**src/rtl/core/cpi_pkg.sv**
```systemverilog
// ----------------------------------------------------------------------------
// Charged particle integrator package
// Shared widths, register addresses, datapath operation codes and the
// saturating fixed point helper.
// ----------------------------------------------------------------------------
package cpi_pkg;

   localparam int FracBits = 16;
   localparam int DataW    = 32;
   localparam int AddrW    = 5;
   localparam int OpW      = 4;
   localparam int SelW     = 4;

   // Register byte addresses.
   localparam logic [AddrW-1:0] ADDR_MODE   = 5'd0;
   localparam logic [AddrW-1:0] ADDR_DT     = 5'd4;
   localparam logic [AddrW-1:0] ADDR_LAMBDA = 5'd8;
   localparam logic [AddrW-1:0] ADDR_B0     = 5'd12;
   localparam logic [AddrW-1:0] ADDR_KAPPA  = 5'd16;
   localparam logic [AddrW-1:0] ADDR_EFIELD = 5'd20;

   // Scheme codes.
   localparam logic [1:0] MODE_EULER  = 2'd0;
   localparam logic [1:0] MODE_CROMER = 2'd1;
   localparam logic [1:0] MODE_RK2    = 2'd2;
   localparam logic [1:0] MODE_VERLET = 2'd3;

   // Operand and destination selects of the datapath register file.
   localparam logic [SelW-1:0] R_X     = 4'd0;
   localparam logic [SelW-1:0] R_Y     = 4'd1;
   localparam logic [SelW-1:0] R_VX    = 4'd2;
   localparam logic [SelW-1:0] R_VY    = 4'd3;
   localparam logic [SelW-1:0] R_T0    = 4'd4;  // scratch
   localparam logic [SelW-1:0] R_B     = 4'd5;
   localparam logic [SelW-1:0] R_H     = 4'd6;
   localparam logic [SelW-1:0] R_DT    = 4'd7;
   localparam logic [SelW-1:0] R_LAM   = 4'd8;
   localparam logic [SelW-1:0] R_B0    = 4'd9;
   localparam logic [SelW-1:0] R_KAP   = 4'd10;
   localparam logic [SelW-1:0] R_E     = 4'd11;
   localparam logic [SelW-1:0] R_ONE   = 4'd12;
   localparam logic [SelW-1:0] R_HALF  = 4'd13;
   localparam logic [SelW-1:0] R_XM    = 4'd14;  // midpoint values
   localparam logic [SelW-1:0] R_VXM   = 4'd15;

   // Datapath operations.
   localparam logic [OpW-1:0] OP_NOP  = 4'd0;
   localparam logic [OpW-1:0] OP_MUL  = 4'd1;  // d = a*b
   localparam logic [OpW-1:0] OP_ADD  = 4'd2;  // d = a+b
   localparam logic [OpW-1:0] OP_SUB  = 4'd3;  // d = a-b
   localparam logic [OpW-1:0] OP_MAC  = 4'd4;  // d = c + a*b
   localparam logic [OpW-1:0] OP_LOAD = 4'd5;  // take the init fields
   localparam logic [OpW-1:0] OP_CLR  = 4'd6;  // clear the clip flag

   typedef struct packed {
      logic [OpW-1:0]  op;
      logic [SelW-1:0] src_a;
      logic [SelW-1:0] src_b;
      logic [SelW-1:0] src_c;
      logic [SelW-1:0] dst;
   } cmd_type;

   localparam logic signed [63:0] QMax = 64'sd2147483647;
   localparam logic signed [63:0] QMin = -64'sd2147483648;

   // Saturate a wide value to 32 bits; bit 32 of the result flags a clip.
   function automatic logic [DataW:0] sat32(input logic signed [65:0] v);
      logic [DataW:0] r;
      if (v > 66'(QMax)) begin
         r = {1'b1, QMax[DataW-1:0]};
      end else if (v < 66'(QMin)) begin
         r = {1'b1, QMin[DataW-1:0]};
      end else begin
         r = {1'b0, v[DataW-1:0]};
      end
      return r;
   endfunction

endpackage

```
**src/rtl/core/cpi_datapath.sv**
```systemverilog
// ----------------------------------------------------------------------------
// Charged particle integrator datapath
// Register file of state, constants and scratch values with one shared
// 32x32 multiplier. A product is registered, then rounded and optionally
// added in the following cycle.
// ----------------------------------------------------------------------------
module cpi_datapath (
   input  logic                      clock,
   input  logic                      reset,
   input  cpi_pkg::cmd_type          cmd,
   input  logic                      mul_phase,
   input  logic signed [31:0]        init_x,
   input  logic signed [31:0]        init_y,
   input  logic signed [31:0]        init_vx,
   input  logic signed [31:0]        init_vy,
   input  logic signed [31:0]        cfg_dt,
   input  logic signed [31:0]        cfg_lambda,
   input  logic signed [31:0]        cfg_b0,
   input  logic signed [31:0]        cfg_kappa,
   input  logic signed [31:0]        cfg_efield,
   output logic signed [31:0]        st_x,
   output logic signed [31:0]        st_y,
   output logic signed [31:0]        st_vx,
   output logic signed [31:0]        st_vy,
   output logic                      clip
);

   logic signed [31:0] rf_ff [16];
   logic signed [31:0] opa, opb, opc;
   logic signed [63:0] prod_ff, prod_in;
   logic signed [64:0] rnd;
   logic signed [65:0] wide;
   logic [32:0]        s1, s2;
   logic signed [31:0] res;
   logic               res_clip;
   logic               clip_ff, clip_in;

   // Fixed config/constant slots: all on a; b dt,lam,E,one,half; c E,one.
   always_comb begin
      opa = rf_ff[cmd.src_a];
      opb = rf_ff[cmd.src_b];
      opc = rf_ff[cmd.src_c];
      case (cmd.src_a)
         cpi_pkg::R_DT:   opa = cfg_dt;
         cpi_pkg::R_LAM:  opa = cfg_lambda;
         cpi_pkg::R_B0:   opa = cfg_b0;
         cpi_pkg::R_KAP:  opa = cfg_kappa;
         cpi_pkg::R_E:    opa = cfg_efield;
         cpi_pkg::R_ONE:  opa = 32'sd1 <<< cpi_pkg::FracBits;
         cpi_pkg::R_HALF: opa = 32'sd1 <<< (cpi_pkg::FracBits - 1);
         default:         opa = rf_ff[cmd.src_a];
      endcase
      case (cmd.src_b)
         cpi_pkg::R_DT:   opb = cfg_dt;
         cpi_pkg::R_LAM:  opb = cfg_lambda;
         cpi_pkg::R_E:    opb = cfg_efield;
         cpi_pkg::R_ONE:  opb = 32'sd1 <<< cpi_pkg::FracBits;
         cpi_pkg::R_HALF: opb = 32'sd1 <<< (cpi_pkg::FracBits - 1);
         default:         opb = rf_ff[cmd.src_b];
      endcase
      case (cmd.src_c)
         cpi_pkg::R_E:    opc = cfg_efield;
         cpi_pkg::R_ONE:  opc = 32'sd1 <<< cpi_pkg::FracBits;
         default:         opc = rf_ff[cmd.src_c];
      endcase
   end

   // Multiplier stage.
   assign prod_in = opa * opb;

   // Round half up, floor shift, saturate; MAC adds c, ADD/SUB take a and b.
   always_comb begin
      rnd = 65'(prod_ff) + (65'sd1 <<< (cpi_pkg::FracBits - 1));
      s1  = cpi_pkg::sat32(66'(rnd >>> cpi_pkg::FracBits));
      wide = '0;
      case (cmd.op)
         cpi_pkg::OP_MUL: wide = 66'(signed'(s1[31:0]));
         cpi_pkg::OP_MAC: wide = 66'(opc) + 66'(signed'(s1[31:0]));
         cpi_pkg::OP_ADD: wide = 66'(opa) + 66'(opb);
         cpi_pkg::OP_SUB: wide = 66'(opa) - 66'(opb);
         default:         wide = '0;
      endcase
      s2  = cpi_pkg::sat32(wide);
      res = signed'(s2[31:0]);
      res_clip = s2[32] || ((cmd.op == cpi_pkg::OP_MUL || cmd.op == cpi_pkg::OP_MAC)
                            && s1[32]);
   end

   // Write back. A multiply writes back in its mul_phase, once its product is registered.
   always_comb begin
      clip_in = clip_ff;
      if (cmd.op == cpi_pkg::OP_CLR || cmd.op == cpi_pkg::OP_LOAD) begin
         clip_in = 1'b0;
      end else if (cmd.op == cpi_pkg::OP_ADD || cmd.op == cpi_pkg::OP_SUB
                   || mul_phase) begin
         clip_in = clip_ff | res_clip;
      end
   end

   always_ff @(posedge clock) begin
      prod_ff <= prod_in;
      if (reset) begin
         clip_ff  <= 1'b0;
         rf_ff[0] <= '0;
         rf_ff[1] <= '0;
         rf_ff[2] <= '0;
         rf_ff[3] <= '0;
      end else begin
         clip_ff <= clip_in;
         if (cmd.op == cpi_pkg::OP_LOAD) begin
            rf_ff[0] <= init_x;
            rf_ff[1] <= init_y;
            rf_ff[2] <= init_vx;
            rf_ff[3] <= init_vy;
         end else if (cmd.op == cpi_pkg::OP_ADD || cmd.op == cpi_pkg::OP_SUB
                      || ((cmd.op == cpi_pkg::OP_MUL || cmd.op == cpi_pkg::OP_MAC)
                          && mul_phase)) begin
            rf_ff[cmd.dst] <= res;
         end
      end
   end

   assign st_x  = rf_ff[0];
   assign st_y  = rf_ff[1];
   assign st_vx = rf_ff[2];
   assign st_vy = rf_ff[3];
   assign clip  = clip_ff;

endmodule

```
**src/rtl/core/cpi_controller.sv**
```systemverilog
// ----------------------------------------------------------------------------
// Charged particle integrator controller
// Sequences one load or one time step as a list of register file operations.
// Each multiply holds its command for a product phase and a write phase.
// ----------------------------------------------------------------------------
module cpi_controller (
   input  logic                 clock,
   input  logic                 reset,
   input  logic                 start,
   input  logic                 start_kind,
   input  logic [1:0]           mode,
   input  logic                 result_free,
   output cpi_pkg::cmd_type     cmd,
   output logic                 mul_phase,
   output logic                 done
);

   localparam logic [1:0] S_IDLE = 2'd0;
   localparam logic [1:0] S_RUN  = 2'd1;
   localparam logic [1:0] S_DONE = 2'd2;

   logic [1:0] state_ff, state_in;
   logic [5:0] pc_ff, pc_in;
   logic       phase_ff, phase_in;
   logic [1:0] mode_ff, mode_in;
   logic       last;
   cpi_pkg::cmd_type c;

   function automatic cpi_pkg::cmd_type mk(input logic [3:0] op, input logic [3:0] a,
                                           input logic [3:0] b, input logic [3:0] cc,
                                           input logic [3:0] d);
      cpi_pkg::cmd_type r;
      r.op = op; r.src_a = a; r.src_b = b; r.src_c = cc; r.dst = d;
      return r;
   endfunction

   // Microprogram: returns the operation at pc for a scheme; last flags the end.
   always_comb begin
      c    = mk(cpi_pkg::OP_NOP, '0, '0, '0, '0);
      last = 1'b0;
      if (pc_ff == 6'd0) begin
         c = mk(cpi_pkg::OP_MUL, cpi_pkg::R_DT, cpi_pkg::R_HALF, '0, cpi_pkg::R_H);
      end else if (pc_ff == 6'd1) begin
         // b = B0 * sat(one + kappa*x)
         c = mk(cpi_pkg::OP_MAC, cpi_pkg::R_KAP, cpi_pkg::R_X, cpi_pkg::R_ONE,
                cpi_pkg::R_T0);
      end else if (pc_ff == 6'd2) begin
         c = mk(cpi_pkg::OP_MUL, cpi_pkg::R_B0, cpi_pkg::R_T0, '0, cpi_pkg::R_B);
      end else begin
         case (mode_ff)
            cpi_pkg::MODE_EULER: begin
               // T0 spare: compute ax into XM, ay into VXM, then updates.
               case (pc_ff)
                  6'd3: c = mk(cpi_pkg::OP_MUL, cpi_pkg::R_LAM, cpi_pkg::R_B, '0, cpi_pkg::R_T0);
                  6'd4: c = mk(cpi_pkg::OP_MUL, cpi_pkg::R_T0, cpi_pkg::R_VY, '0, cpi_pkg::R_XM);
                  6'd5: c = mk(cpi_pkg::OP_MUL, cpi_pkg::R_B, cpi_pkg::R_VX, '0, cpi_pkg::R_T0);
                  6'd6: c = mk(cpi_pkg::OP_SUB, cpi_pkg::R_E, cpi_pkg::R_T0, '0, cpi_pkg::R_T0);
                  6'd7: c = mk(cpi_pkg::OP_MUL, cpi_pkg::R_LAM, cpi_pkg::R_T0, '0, cpi_pkg::R_VXM);
                  6'd8: c = mk(cpi_pkg::OP_MAC, cpi_pkg::R_VX, cpi_pkg::R_DT, cpi_pkg::R_X, cpi_pkg::R_X);
                  6'd9: c = mk(cpi_pkg::OP_MAC, cpi_pkg::R_VY, cpi_pkg::R_DT, cpi_pkg::R_Y, cpi_pkg::R_Y);
                  6'd10: c = mk(cpi_pkg::OP_MAC, cpi_pkg::R_XM, cpi_pkg::R_DT, cpi_pkg::R_VX, cpi_pkg::R_VX);
                  6'd11: begin
                     c = mk(cpi_pkg::OP_MAC, cpi_pkg::R_VXM, cpi_pkg::R_DT, cpi_pkg::R_VY, cpi_pkg::R_VY);
                     last = 1'b1;
                  end
                  default: last = 1'b1;
               endcase
            end
            cpi_pkg::MODE_CROMER: begin
               case (pc_ff)
                  6'd3: c = mk(cpi_pkg::OP_MUL, cpi_pkg::R_LAM, cpi_pkg::R_B, '0, cpi_pkg::R_T0);
                  6'd4: c = mk(cpi_pkg::OP_MUL, cpi_pkg::R_T0, cpi_pkg::R_VY, '0, cpi_pkg::R_T0);
                  6'd5: c = mk(cpi_pkg::OP_MAC, cpi_pkg::R_T0, cpi_pkg::R_DT, cpi_pkg::R_VX, cpi_pkg::R_VX);
                  6'd6: c = mk(cpi_pkg::OP_MUL, cpi_pkg::R_B, cpi_pkg::R_VX, '0, cpi_pkg::R_T0);
                  6'd7: c = mk(cpi_pkg::OP_SUB, cpi_pkg::R_E, cpi_pkg::R_T0, '0, cpi_pkg::R_T0);
                  6'd8: c = mk(cpi_pkg::OP_MUL, cpi_pkg::R_LAM, cpi_pkg::R_T0, '0, cpi_pkg::R_T0);
                  6'd9: c = mk(cpi_pkg::OP_MAC, cpi_pkg::R_T0, cpi_pkg::R_DT, cpi_pkg::R_VY, cpi_pkg::R_VY);
                  6'd10: c = mk(cpi_pkg::OP_MAC, cpi_pkg::R_VX, cpi_pkg::R_DT, cpi_pkg::R_X, cpi_pkg::R_X);
                  6'd11: begin
                     c = mk(cpi_pkg::OP_MAC, cpi_pkg::R_VY, cpi_pkg::R_DT, cpi_pkg::R_Y, cpi_pkg::R_Y);
                     last = 1'b1;
                  end
                  default: last = 1'b1;
               endcase
            end
            cpi_pkg::MODE_RK2: begin
               // B holds b; T0 scratch; XM, VXM midpoint; H holds dt*0.5 throughout.
               // Slot order: xm -> XM, vxm -> VXM, vym -> B once b is no longer needed,
               // then bm -> XM once xm has been used.
               case (pc_ff)
                  6'd3: c = mk(cpi_pkg::OP_MUL, cpi_pkg::R_LAM, cpi_pkg::R_B, '0, cpi_pkg::R_T0);
                  6'd4: c = mk(cpi_pkg::OP_MUL, cpi_pkg::R_T0, cpi_pkg::R_VY, '0, cpi_pkg::R_T0);
                  6'd5: c = mk(cpi_pkg::OP_MAC, cpi_pkg::R_T0, cpi_pkg::R_H, cpi_pkg::R_VX, cpi_pkg::R_VXM);
                  6'd6: c = mk(cpi_pkg::OP_MUL, cpi_pkg::R_B, cpi_pkg::R_VX, '0, cpi_pkg::R_T0);
                  6'd7: c = mk(cpi_pkg::OP_SUB, cpi_pkg::R_E, cpi_pkg::R_T0, '0, cpi_pkg::R_T0);
                  6'd8: c = mk(cpi_pkg::OP_MUL, cpi_pkg::R_LAM, cpi_pkg::R_T0, '0, cpi_pkg::R_T0);
                  // vym into B (b no longer needed)
                  6'd9: c = mk(cpi_pkg::OP_MAC, cpi_pkg::R_T0, cpi_pkg::R_H, cpi_pkg::R_VY, cpi_pkg::R_B);
                  6'd10: c = mk(cpi_pkg::OP_MAC, cpi_pkg::R_VX, cpi_pkg::R_H, cpi_pkg::R_X, cpi_pkg::R_XM);
                  // bm into XM
                  6'd11: c = mk(cpi_pkg::OP_MAC, cpi_pkg::R_KAP, cpi_pkg::R_XM, cpi_pkg::R_ONE, cpi_pkg::R_T0);
                  6'd12: c = mk(cpi_pkg::OP_MUL, cpi_pkg::R_B0, cpi_pkg::R_T0, '0, cpi_pkg::R_XM);
                  // vy += dt * lam*(E - bm*vxm)
                  6'd13: c = mk(cpi_pkg::OP_MUL, cpi_pkg::R_XM, cpi_pkg::R_VXM, '0, cpi_pkg::R_T0);
                  6'd14: c = mk(cpi_pkg::OP_SUB, cpi_pkg::R_E, cpi_pkg::R_T0, '0, cpi_pkg::R_T0);
                  6'd15: c = mk(cpi_pkg::OP_MUL, cpi_pkg::R_LAM, cpi_pkg::R_T0, '0, cpi_pkg::R_T0);
                  6'd16: c = mk(cpi_pkg::OP_MAC, cpi_pkg::R_T0, cpi_pkg::R_DT, cpi_pkg::R_VY, cpi_pkg::R_VY);
                  // vx += dt * (lam*bm)*vym
                  6'd17: c = mk(cpi_pkg::OP_MUL, cpi_pkg::R_LAM, cpi_pkg::R_XM, '0, cpi_pkg::R_T0);
                  6'd18: c = mk(cpi_pkg::OP_MUL, cpi_pkg::R_T0, cpi_pkg::R_B, '0, cpi_pkg::R_T0);
                  6'd19: c = mk(cpi_pkg::OP_MAC, cpi_pkg::R_T0, cpi_pkg::R_DT, cpi_pkg::R_VX, cpi_pkg::R_VX);
                  6'd20: c = mk(cpi_pkg::OP_MAC, cpi_pkg::R_VXM, cpi_pkg::R_DT, cpi_pkg::R_X, cpi_pkg::R_X);
                  6'd21: begin
                     c = mk(cpi_pkg::OP_MAC, cpi_pkg::R_B, cpi_pkg::R_DT, cpi_pkg::R_Y, cpi_pkg::R_Y);
                     last = 1'b1;
                  end
                  default: last = 1'b1;
               endcase
            end
            default: begin
               case (pc_ff)
                  6'd3: c = mk(cpi_pkg::OP_MUL, cpi_pkg::R_LAM, cpi_pkg::R_B, '0, cpi_pkg::R_T0);
                  6'd4: c = mk(cpi_pkg::OP_MUL, cpi_pkg::R_T0, cpi_pkg::R_VY, '0, cpi_pkg::R_T0);
                  6'd5: c = mk(cpi_pkg::OP_MAC, cpi_pkg::R_T0, cpi_pkg::R_H, cpi_pkg::R_VX, cpi_pkg::R_VX);
                  6'd6: c = mk(cpi_pkg::OP_MUL, cpi_pkg::R_B, cpi_pkg::R_VX, '0, cpi_pkg::R_T0);
                  6'd7: c = mk(cpi_pkg::OP_SUB, cpi_pkg::R_E, cpi_pkg::R_T0, '0, cpi_pkg::R_T0);
                  6'd8: c = mk(cpi_pkg::OP_MUL, cpi_pkg::R_LAM, cpi_pkg::R_T0, '0, cpi_pkg::R_T0);
                  6'd9: c = mk(cpi_pkg::OP_MAC, cpi_pkg::R_T0, cpi_pkg::R_H, cpi_pkg::R_VY, cpi_pkg::R_VY);
                  6'd10: c = mk(cpi_pkg::OP_MAC, cpi_pkg::R_VY, cpi_pkg::R_H, cpi_pkg::R_Y, cpi_pkg::R_Y);
                  6'd11: c = mk(cpi_pkg::OP_MAC, cpi_pkg::R_VX, cpi_pkg::R_H, cpi_pkg::R_X, cpi_pkg::R_X);
                  6'd12: c = mk(cpi_pkg::OP_MAC, cpi_pkg::R_KAP, cpi_pkg::R_X, cpi_pkg::R_ONE, cpi_pkg::R_T0);
                  6'd13: c = mk(cpi_pkg::OP_MUL, cpi_pkg::R_B0, cpi_pkg::R_T0, '0, cpi_pkg::R_B);
                  6'd14: c = mk(cpi_pkg::OP_MUL, cpi_pkg::R_B, cpi_pkg::R_VX, '0, cpi_pkg::R_T0);
                  6'd15: c = mk(cpi_pkg::OP_SUB, cpi_pkg::R_E, cpi_pkg::R_T0, '0, cpi_pkg::R_T0);
                  6'd16: c = mk(cpi_pkg::OP_MUL, cpi_pkg::R_LAM, cpi_pkg::R_T0, '0, cpi_pkg::R_T0);
                  6'd17: c = mk(cpi_pkg::OP_MAC, cpi_pkg::R_T0, cpi_pkg::R_H, cpi_pkg::R_VY, cpi_pkg::R_VY);
                  6'd18: c = mk(cpi_pkg::OP_MUL, cpi_pkg::R_LAM, cpi_pkg::R_B, '0, cpi_pkg::R_T0);
                  6'd19: c = mk(cpi_pkg::OP_MUL, cpi_pkg::R_T0, cpi_pkg::R_VY, '0, cpi_pkg::R_T0);
                  6'd20: c = mk(cpi_pkg::OP_MAC, cpi_pkg::R_T0, cpi_pkg::R_H, cpi_pkg::R_VX, cpi_pkg::R_VX);
                  6'd21: c = mk(cpi_pkg::OP_MAC, cpi_pkg::R_VY, cpi_pkg::R_H, cpi_pkg::R_Y, cpi_pkg::R_Y);
                  6'd22: begin
                     c = mk(cpi_pkg::OP_MAC, cpi_pkg::R_VX, cpi_pkg::R_H, cpi_pkg::R_X, cpi_pkg::R_X);
                     last = 1'b1;
                  end
                  default: last = 1'b1;
               endcase
            end
         endcase
      end
   end

   // Sequencer: a load is a single operation, a step walks the program.
   always_comb begin
      state_in = state_ff;
      pc_in    = pc_ff;
      phase_in = phase_ff;
      mode_in  = mode_ff;
      cmd      = mk(cpi_pkg::OP_NOP, '0, '0, '0, '0);
      case (state_ff)
         S_IDLE: begin
            if (start) begin
               mode_in  = mode;
               pc_in    = '0;
               phase_in = 1'b0;
               if (start_kind) begin
                  cmd      = mk(cpi_pkg::OP_CLR, '0, '0, '0, '0);
                  state_in = S_RUN;
               end else begin
                  cmd      = mk(cpi_pkg::OP_LOAD, '0, '0, '0, '0);
                  state_in = S_DONE;
               end
            end
         end
         S_RUN: begin
            cmd = c;
            if ((c.op == cpi_pkg::OP_MUL || c.op == cpi_pkg::OP_MAC) && !phase_ff) begin
               phase_in = 1'b1;
            end else begin
               phase_in = 1'b0;
               pc_in    = pc_ff + 6'd1;
               if (last) begin
                  state_in = S_DONE;
               end
            end
         end
         S_DONE: begin
            // Hold the finished state until the result register can take it.
            if (result_free) begin
               state_in = S_IDLE;
            end
         end
         default: state_in = S_IDLE;
      endcase
   end

   always_ff @(posedge clock) begin
      if (reset) begin
         state_ff <= S_IDLE;
         pc_ff    <= '0;
         phase_ff <= 1'b0;
         mode_ff  <= cpi_pkg::MODE_EULER;
      end else begin
         state_ff <= state_in;
         pc_ff    <= pc_in;
         phase_ff <= phase_in;
         mode_ff  <= mode_in;
      end
   end

   assign mul_phase = phase_ff && state_ff == S_RUN;
   assign done      = state_ff == S_DONE;

endmodule

```
**src/rtl/core/charged_particle_integrator_top.sv**
```systemverilog
// ----------------------------------------------------------------------------
// Charged particle integrator top level
// A load is a single operation; a step runs the program of its scheme (Euler,
// Euler-Cromer, RK2, Verlet), paced by the single shared multiplier, which
// holds each product for a multiply phase and a write phase.
// One item at a time; the next is taken in the cycle after the result is
// registered, also while that result waits in the output.
// Synchronous reset restores register defaults and clears the state.
// ----------------------------------------------------------------------------
module charged_particle_integrator_top (
   input  logic               clock,
   input  logic               reset,
   input  logic               req_valid,
   output logic               req_stall,
   input  logic               req_kind,
   input  logic signed [31:0] req_init_x,
   input  logic signed [31:0] req_init_y,
   input  logic signed [31:0] req_init_vx,
   input  logic signed [31:0] req_init_vy,
   output logic               rsp_valid,
   input  logic               rsp_stall,
   output logic signed [31:0] rsp_pos_x,
   output logic signed [31:0] rsp_pos_y,
   output logic signed [31:0] rsp_vel_x,
   output logic signed [31:0] rsp_vel_y,
   output logic [31:0]        rsp_steps_done,
   output logic               rsp_saturated,
   input  logic               psel,
   input  logic               penable,
   input  logic               pwrite,
   input  logic [4:0]         paddr,
   input  logic [31:0]        pwdata,
   output logic [31:0]        prdata,
   output logic               pready
);

   logic [1:0]         mode_ff;
   logic signed [31:0] dt_ff, lam_ff, b0_ff, kap_ff, e_ff;
   logic               busy_ff, busy_in;
   logic               kind_ff;
   logic [31:0]        steps_ff;
   logic               start, done, mul_phase, clip;
   logic signed [31:0] st_x, st_y, st_vx, st_vy;
   logic               out_v_ff;
   logic               out_free;
   cpi_pkg::cmd_type   cmd;

   assign pready = 1'b1;

   // Register writes.
   always_ff @(posedge clock) begin
      if (reset) begin
         mode_ff <= cpi_pkg::MODE_EULER;
         dt_ff   <= 32'sd65;
         lam_ff  <= 32'sd65536;
         b0_ff   <= 32'sd65536;
         kap_ff  <= '0;
         e_ff    <= '0;
      end else if (psel && penable && pwrite) begin
         case (paddr)
            cpi_pkg::ADDR_MODE:   mode_ff <= pwdata[1:0];
            cpi_pkg::ADDR_DT:     dt_ff   <= pwdata;
            cpi_pkg::ADDR_LAMBDA: lam_ff  <= pwdata;
            cpi_pkg::ADDR_B0:     b0_ff   <= pwdata;
            cpi_pkg::ADDR_KAPPA:  kap_ff  <= pwdata;
            cpi_pkg::ADDR_EFIELD: e_ff    <= pwdata;
            default: ;
         endcase
      end
   end

   // Register reads.
   always_comb begin
      case (paddr)
         cpi_pkg::ADDR_MODE:   prdata = {30'd0, mode_ff};
         cpi_pkg::ADDR_DT:     prdata = dt_ff;
         cpi_pkg::ADDR_LAMBDA: prdata = lam_ff;
         cpi_pkg::ADDR_B0:     prdata = b0_ff;
         cpi_pkg::ADDR_KAPPA:  prdata = kap_ff;
         cpi_pkg::ADDR_EFIELD: prdata = e_ff;
         default:              prdata = '0;
      endcase
   end

   // Accept when no item is in work; the result slot is checked only when
   // this item finishes.
   assign req_stall = busy_ff;
   assign start     = req_valid && !busy_ff;
   assign out_free  = !(out_v_ff && rsp_stall);

   always_comb begin
      busy_in = busy_ff;
      if (start) begin
         busy_in = 1'b1;
      end else if (busy_ff && done && out_free) begin
         busy_in = 1'b0;
      end
   end

   always_ff @(posedge clock) begin
      if (reset) begin
         busy_ff  <= 1'b0;
         out_v_ff <= 1'b0;
         steps_ff <= '0;
         kind_ff  <= 1'b0;
      end else begin
         busy_ff <= busy_in;
         if (start) begin
            kind_ff <= req_kind;
            steps_ff <= req_kind ? steps_ff + 32'd1 : 32'd0;
         end
         if (busy_ff && done && out_free) begin
            out_v_ff <= 1'b1;
         end else if (!rsp_stall) begin
            out_v_ff <= 1'b0;
         end
      end
   end

   // Result register.
   always_ff @(posedge clock) begin
      if (busy_ff && done && out_free) begin
         rsp_pos_x      <= st_x;
         rsp_pos_y      <= st_y;
         rsp_vel_x      <= st_vx;
         rsp_vel_y      <= st_vy;
         rsp_steps_done <= steps_ff;
         rsp_saturated  <= kind_ff & clip;
      end
   end

   assign rsp_valid = out_v_ff;

   cpi_controller u_ctrl (
      .clock       (clock),
      .reset       (reset),
      .start       (start),
      .start_kind  (req_kind),
      .mode        (mode_ff),
      .result_free (out_free),
      .cmd         (cmd),
      .mul_phase   (mul_phase),
      .done        (done)
   );

   cpi_datapath u_dp (
      .clock      (clock),
      .reset      (reset),
      .cmd        (cmd),
      .mul_phase  (mul_phase),
      .init_x     (req_init_x),
      .init_y     (req_init_y),
      .init_vx    (req_init_vx),
      .init_vy    (req_init_vy),
      .cfg_dt     (dt_ff),
      .cfg_lambda (lam_ff),
      .cfg_b0     (b0_ff),
      .cfg_kappa  (kap_ff),
      .cfg_efield (e_ff),
      .st_x       (st_x),
      .st_y       (st_y),
      .st_vx      (st_vx),
      .st_vy      (st_vy),
      .clip       (clip)
   );

endmodule
```
**config.mk**
```make
export PLATFORM = sky130hd
export DESIGN_NAME = charged_particle_integrator_top
export DESIGN_NICKNAME = d
export VERILOG_FILES = /design/src/rtl/core/cpi_pkg.sv /design/src/rtl/core/cpi_datapath.sv /design/src/rtl/core/cpi_controller.sv /design/src/rtl/core/charged_particle_integrator_top.sv
export SDC_FILE = /design/constraint.sdc
export NUM_CORES = 2
export LEC_CHECK = 0
export BUFFER_PORTS_ARGS = -buffer_cell sky130_fd_sc_hd__buf_2
export CORE_MARGIN = 2
export CORE_UTILIZATION = 54
export DETAILED_ROUTE_END_ITERATION = 10
export PLACE_DENSITY = 0.68
export SYNTH_ARGS = -nofsm -noshare
export SYNTH_HDL_FRONTEND = slang
export SYNTH_SLANG_ARGS = --single-unit
```
**constraint.sdc**
```tcl
create_clock -name clock -period 14.44 [get_ports clock]
set_input_delay 1.444 -clock clock [delete_from_list [all_inputs] [get_ports clock]]
set_output_delay 1.444 -clock clock [all_outputs]
set_load 0.03 [all_outputs]
```
# Yosys cells after proc, flatten, opt, wreduce, memory -nomap -nowiden

Memory sizes are Yosys's and may differ from the RTL's. A register that Yosys moved wholly into a read port is not among the register bits.
Index checks and enable logic that the tools add are counted.

Bits in registers: 306
Bits in writable memories: 512
Input bits: 173
Output and inout port bits: 196
Memories: 1

Memory list:

| memory     | depth | width | rd ports | clocked after Yosys merged registers in | write ports | line               | text |
|---|---|---|---|---|---|---|---|
| u_dp.rf_ff | 16    | 32    | 7        | 4                                       | 4           | cpi_datapath.sv:28 | `logic signed [31:0] rf_ff [16];` |

$add $sub $neg: 6
$mul: 1
Magnitude comparators: 4
Eq/ne operators: 58
Muxes and demuxes: 60
Bitwise logic cells: 6
Reductions and logical operators: 53

Operator list:

| kind                                                         | count |
|---|---|
| one-hot mux 19 bit (9 select lines)                          | 2 |
| one-hot mux 19 bit (17 select lines)                         | 1 |
| one-hot mux 66 bit (4 select lines)                          | 1 |
| one-hot mux 32 bit (7 select lines)                          | 1 |
| one-hot mux 19 bit (11 select lines)                         | 1 |
| 2-to-1 mux 32 bit                                            | 6 |
| one-hot mux 32 bit (6 select lines)                          | 1 |
| one-hot mux 32 bit (5 select lines)                          | 1 |
| 2-to-1 mux 33 bit                                            | 4 |
| 2-to-1 mux 20 bit                                            | 4 |
| adder 32 x 32 -> 33 bit                                      | 2 |
| > comparator 66 x 32 -> 1 bit, second input constant         | 1 |
| less-than comparator 66 x 32 -> 1 bit, second input constant | 1 |
| adder 64 x 17 -> 65 bit, second input constant               | 1 |
| multiplier 32 x 32 -> 64 bit                                 | 1 |
| one-hot mux 32 bit (2 select lines)                          | 1 |
| one-hot mux 20 bit (3 select lines)                          | 1 |
| > comparator 49 x 32 -> 1 bit, second input constant         | 1 |
| less-than comparator 49 x 32 -> 1 bit, second input constant | 1 |
| equality test 4 bit, second input constant                   | 12 |
| equality test 6 x 4 -> 1 bit, second input constant          | 8 |
| equality test 6 x 5 -> 1 bit, second input constant          | 7 |
| one-hot mux 20 bit (2 select lines)                          | 1 |
| subtractor 32 x 32 -> 33 bit                                 | 1 |
| 40 further kinds                                             | 127 |

# Logic depth before layout (Yosys ltp)

Word-level depth: 18
Mapped depth: 54

# Cells and area by module

From an unflattened synthesis, not the netlist that was laid out.

Cells, all modules: 8,552
Area, all modules: 88,591.2 um^2

By module, submodules not included:

| module                          | times used | cells each | area each (um^2) | seq. area each (um^2) |
|---|---|---|---|---|
| cpi_datapath                    | 1          | 6,948      | 73,128.9         | 16,345.7 |
| charged_particle_integrator_top | 1          | 1,222      | 13,022.5         | 8,778.4 |
| cpi_controller                  | 1          | 382        | 2,439.8          | 220.2 |

# Worst setup path after synthesis

Ideal clock, no wire load.

Kind: reg-to-reg
From: register u_ctrl.pc_ff[0]
To: register u_dp.prod_ff[53]
Data arrival time: 11,339 ps
Required time: 14,318 ps
Slack: 2,979 ps
Stages on the path, launching flop included: 53
Buffers on the path: 10
Period minus slack after synthesis: 11,461 ps
Path through: dfxtp_1 -> inv_1 -> ha_1 -> buf_2 -> buf_2 -> nor2_1 -> o22ai_1 -> nand3_1 -> and2_1 -> buf_2 -> a41oi_4 -> buf_6 -> buf_2 -> clkbuf_1 -> buf_2 -> buf_1 -> o22ai_1 -> nor3_1 -> (+17 left out) -> fa_1 -> inv_1 -> ha_1 -> a21o_1 -> a21oi_1 -> o21ai_0 -> a21oi_1 -> nor2b_1 -> o21ai_0 -> nand2b_1 -> a21oi_1 -> nand3_1 -> o2111a_1 -> nor4_2 -> a21oi_1 -> a221oi_2 -> o21ai_1 -> o311a_1

Longest elaborated chain between the ends: 11
Elaborated cells between the ends (all ways): 59
Classes of those cells: mul: 1; eq/ne: 34; mux: 11; reduce/logical: 12; memory: 1

RTL lines:

| element                                                                                      | line                                        | text |
|---|---|---|
| start: declaration                                                                           | cpi_controller.sv:23                        | `logic [5:0] pc_ff, pc_in;` |
| start signal: assignment                                                                     | cpi_controller.sv:204                       | `pc_ff <= pc_in;` |
| equality test 6 x 4 -> 1 bit (tied with other cells)                                         | --                                          |  |
| OR reduction 2 bit (no source line)                                                          | --                                          |  |
| one-hot mux 19 bit (17 select lines) or one-hot mux 19 bit (11 select lines) (tied branches) | cpi_controller.sv:90, cpi_controller.sv:121 |  |
| one-hot mux 20 bit (3 select lines)                                                          | cpi_controller.sv:50                        | `case (mode_ff)` |
| 2-to-1 mux 20 bit                                                                            | cpi_controller.sv:47                        | `end else if (pc_ff == 6'd2) begin` |
| 2-to-1 mux 20 bit                                                                            | cpi_controller.sv:43                        | `end else if (pc_ff == 6'd1) begin` |
| 2-to-1 mux 20 bit (*)                                                                        | cpi_controller.sv:41                        | `if (pc_ff == 6'd0) begin` |
| one-hot mux 20 bit (2 select lines) (*)                                                      | cpi_controller.sv:159                       | `case (state_ff)` |
| memory read (16 x 32 bit) (tied with other cells)                                            | --                                          |  |
| one-hot mux 32 bit (7 select lines) or one-hot mux 32 bit (5 select lines) (tied branches)   | cpi_datapath.sv:43, cpi_datapath.sv:53      |  |
| multiplier 32 x 32 -> 64 bit (*)                                                             | cpi_datapath.sv:69                          | `assign prod_in = opa * opb;` |
| via u_dp.prod_in[53]                                                                         | cpi_datapath.sv:30                          | `logic signed [63:0] prod_ff, prod_in;` |
| end signal: assignment                                                                       | cpi_datapath.sv:101                         | `prod_ff <= prod_in;` |
| end: declaration                                                                             | cpi_datapath.sv:30                          |  |

Mark *: on every way through the listed nets, which the timed path passes. The rest lies on a longest branch.
A chain may end at the register's enable or synchronous reset.

# Final worst setup path

From: register u_ctrl.pc_ff[0]
To: register u_dp.prod_ff[52]

Same word-level chain as after synthesis.

==> flow_summary.json <==
{
  "status": "finished clean",
  "syn_to_final_growth_pct": 10.5,
  "gp_congestion": 1.06,
  "drt_iter0_drc": 9457,
  "tightest_slew_ns": 1.39,
  "post-route-period-util": 0.974,
  "post_cts_resized": 0,
  "yosysWarnings": 0,
  "hold_violations": 0,
  "slew_headroom": 0.0719,
  "hold_class": "flop to flop",
  "cts_hold_buf": 0,
  "period_needed_ns": 14.06,
  "drtPass1Iterations": 9,
  "wl_met2_mm": 145,
  "antenna_left": 0,
  "endpoint_kind": "flop",
  "grt_pass1_wl_mm": 476,
  "nFillCells": 12700,
  "port-buffer-count": 367,
  "io_pins": 369,
  "max_freq_mhz": 71.1,
  "dieArea_mm2": 0.151,
  "synthFlopType": "edfxtp_1",
  "avgSynthCellArea_um2": 9.13,
  "holdWs_ns": 0.454,
  "vias": 70800,
  "clk_pin_slew_ns": 0.06,
  "synth_seq_area_share": 0.270,
  "overflow": 0,
  "synth_cell_types": 112,
  "slowest_stage": "a221oi_4",
  "met3_length_mm": 42.3,
  "postLayoutCoreUtil": 0.602,
  "maxCapViolCount": 0,
  "cts_sinks": 802,
  "drive_above_1_share": 0.106,
  "syn_area_mm2": 0.0796,
  "clock_latency_ns": 0.73,
  "start_kind": "flop",
  "top_layer_used": "met5",
  "path_common_cell": "fa_1",
  "cpPeakStageDelay_ns": 0.86,
  "wl_met1_mm": 116,
  "post-dp-hpwl_mm": 252,
  "wl_per_cell_um": 29.8,
  "row_count": 140,
  "antenna_found_initial": 33,
  "route.detailed.drc": 0,
  "synth_edf_count": 544,
  "syn_inst": 8725,
  "core-area_mm2": 0.146,
  "cts_buffer_depth": 3,
  "setup_tns_ns": 0,
  "rsz0062_at_grt": "false",
  "grt_max_degree": 81,
  "yosys-top-cells-area": "fa_1 27%, edfxtp_1 21%, dfxtp_1 6.5%",
  "start_util": 0.545,
  "yosysMostFrequentCell": "nand2_1",
  "via_per_inst": 6.41,
  "fp.dieH_um": 388,
  "cts_made_buffers": 91,
  "synth-seq-cells": 802,
  "htreeDepth": 3,
  "layout.nets": 10500,
  "crit_type": "flop to flop",
  "die_w_um": 388,
  "finalSetupViolCount": 0,
  "finalMaxSlewViolations": 0,
  "post_cts_buffers": 0,
  "routed_wl_mm": 329,
  "cts_tree": "done",
  "worst-path-max-fanout": 30,
  "clockRootBuffer": "clkbuf_16",
  "synth.largest_area_cell": "fa_1",
  "critPathRequiredTime_ns": 15.06,
  "yosys-top-cells-count": "1376 x nand2_1, 1226 x inv_1, 1083 x fa_1",
  "grt_use_total": 0.434,
  "clock_skew_ns": 0.0435,
  "synth.top_cell.area_share": 0.272,
  "arrival_ns": 14.68,
  "async_flop_share": 0,
  "grt_pass1_vias": 70400
}
[path summary, 6_finish.rpt]
kind,from,to,slack [ns],cells past startpoint
worst max register to register,u_ctrl.pc_ff[0],u_dp.prod_ff[52],0.38,37
worst max-delay path,u_ctrl.pc_ff[0],u_dp.prod_ff[52],0.38,37
worst min register to register,steps_ff[31],rsp_steps_done[31],0.45,0
worst min-delay path,steps_ff[31],rsp_steps_done[31],0.45,0
[worst max-delay path: cells and delay by family, from the launching register on]
kind | cells | cell delay (ns)
buf+inv | 9 | 1.11
compound gates | 10 | 4.40
simple gates | 8 | 3.03
flops | 1 | 0.42
fa+ha+maj | 10 | 4.94
[kinds of logic after synthesis]
group	Yosys count	share of synthesized area
adder cells (fa/ha/maj)	1334	0.312
AND/OR/NAND/NOR	2817	0.154
flip-flops	802	0.270
XOR/XNOR	183	0.0202
buffers and inverters	1797	0.0871
multiplexers	116	0.0149
AO/OA/AOI/OAI	1674	0.142
other	2	0.0000943
[area by class of cell]
cell class | count | area (um2) | area share
Inverter | 1241 | 4660 | 0.0529
Antenna cell | 25 | 62.6 | 0.000711
Clock inverter | 48 | 609 | 0.00692
Multi-Input combinational cell | 6220 | 52000 | 0.591
Timing Repair Buffer | 672 | 4230 | 0.0481
Sequential cell | 802 | 21500 | 0.244
Clock buffer | 121 | 2500 | 0.0285
Tap cell | 1917 | 2400 | 0.0273
[per-stage QoR]
step	worst slack (ns)	area (um2)	instances
2_1_floorplan	2.98	80000	8819
3_3_place_gp	0.876	84800	10900
3_5_place_dp	0.793	84800	10900
4_1_cts	0.759	87900	11000
5_1_grt	0.00522	87900	11000
6_report	0.379	88000	11000
[sequential cells by signal, summed over array words and instances, names as in the netlist, 2 cells and up]
register and cells:
lam_ff 32, u_dp.rf_ff 383, rsp_vel_x 32, mode_ff 2, u_ctrl.mode_ff 2, e_ff 32, rsp_pos_y 32, rsp_steps_done 32
rsp_pos_x 32, b0_ff 32, u_dp.prod_ff 49, u_ctrl.state_ff 2, dt_ff 32, kap_ff 32, rsp_vel_y 32, u_ctrl.pc_ff 6
steps_ff 32
[per-layer routing]
layer,vias to the layer above,global-route usage
met4,30,0.268
met2,4947,0.660
met3,1224,0.129
met5,-,0.0102
met1,35200,0.545
li1,29400,-
[cells in the final DEF (no fill, tap or decap), types with 23 or more instances in the layout]
master and n:
o221ai_1 53, a211oi_1 24, and2_1 73, clkinv_1 24, o211ai_1 69, dfxtp_1 258, nand2b_1 55, clkbuf_16 94
a22oi_1 68, inv_1 1226, xor2_1 64, and3_1 57, ha_1 251, mux2i_1 94, a221o_1 32, a21o_1 73
nor2b_1 28, o21ai_0 294, a311oi_1 23, or3_1 28, nor2_1 735, buf_4 297, a221oi_1 23, nand3_1 187
nor3_1 79, edfxtp_1 544, a21oi_1 411, nand4_1 35, fa_1 1083, xnor2_1 118, nand2_1 1370, conb_1 96
diode_2 25, buf_2 366, a31oi_1 82, o22ai_1 112, a22o_1 156, and4_1 27
Power is left out: the tool's default activity adds up to more than one toggle a clock period on the data nets, which glitch-free logic cannot reach.
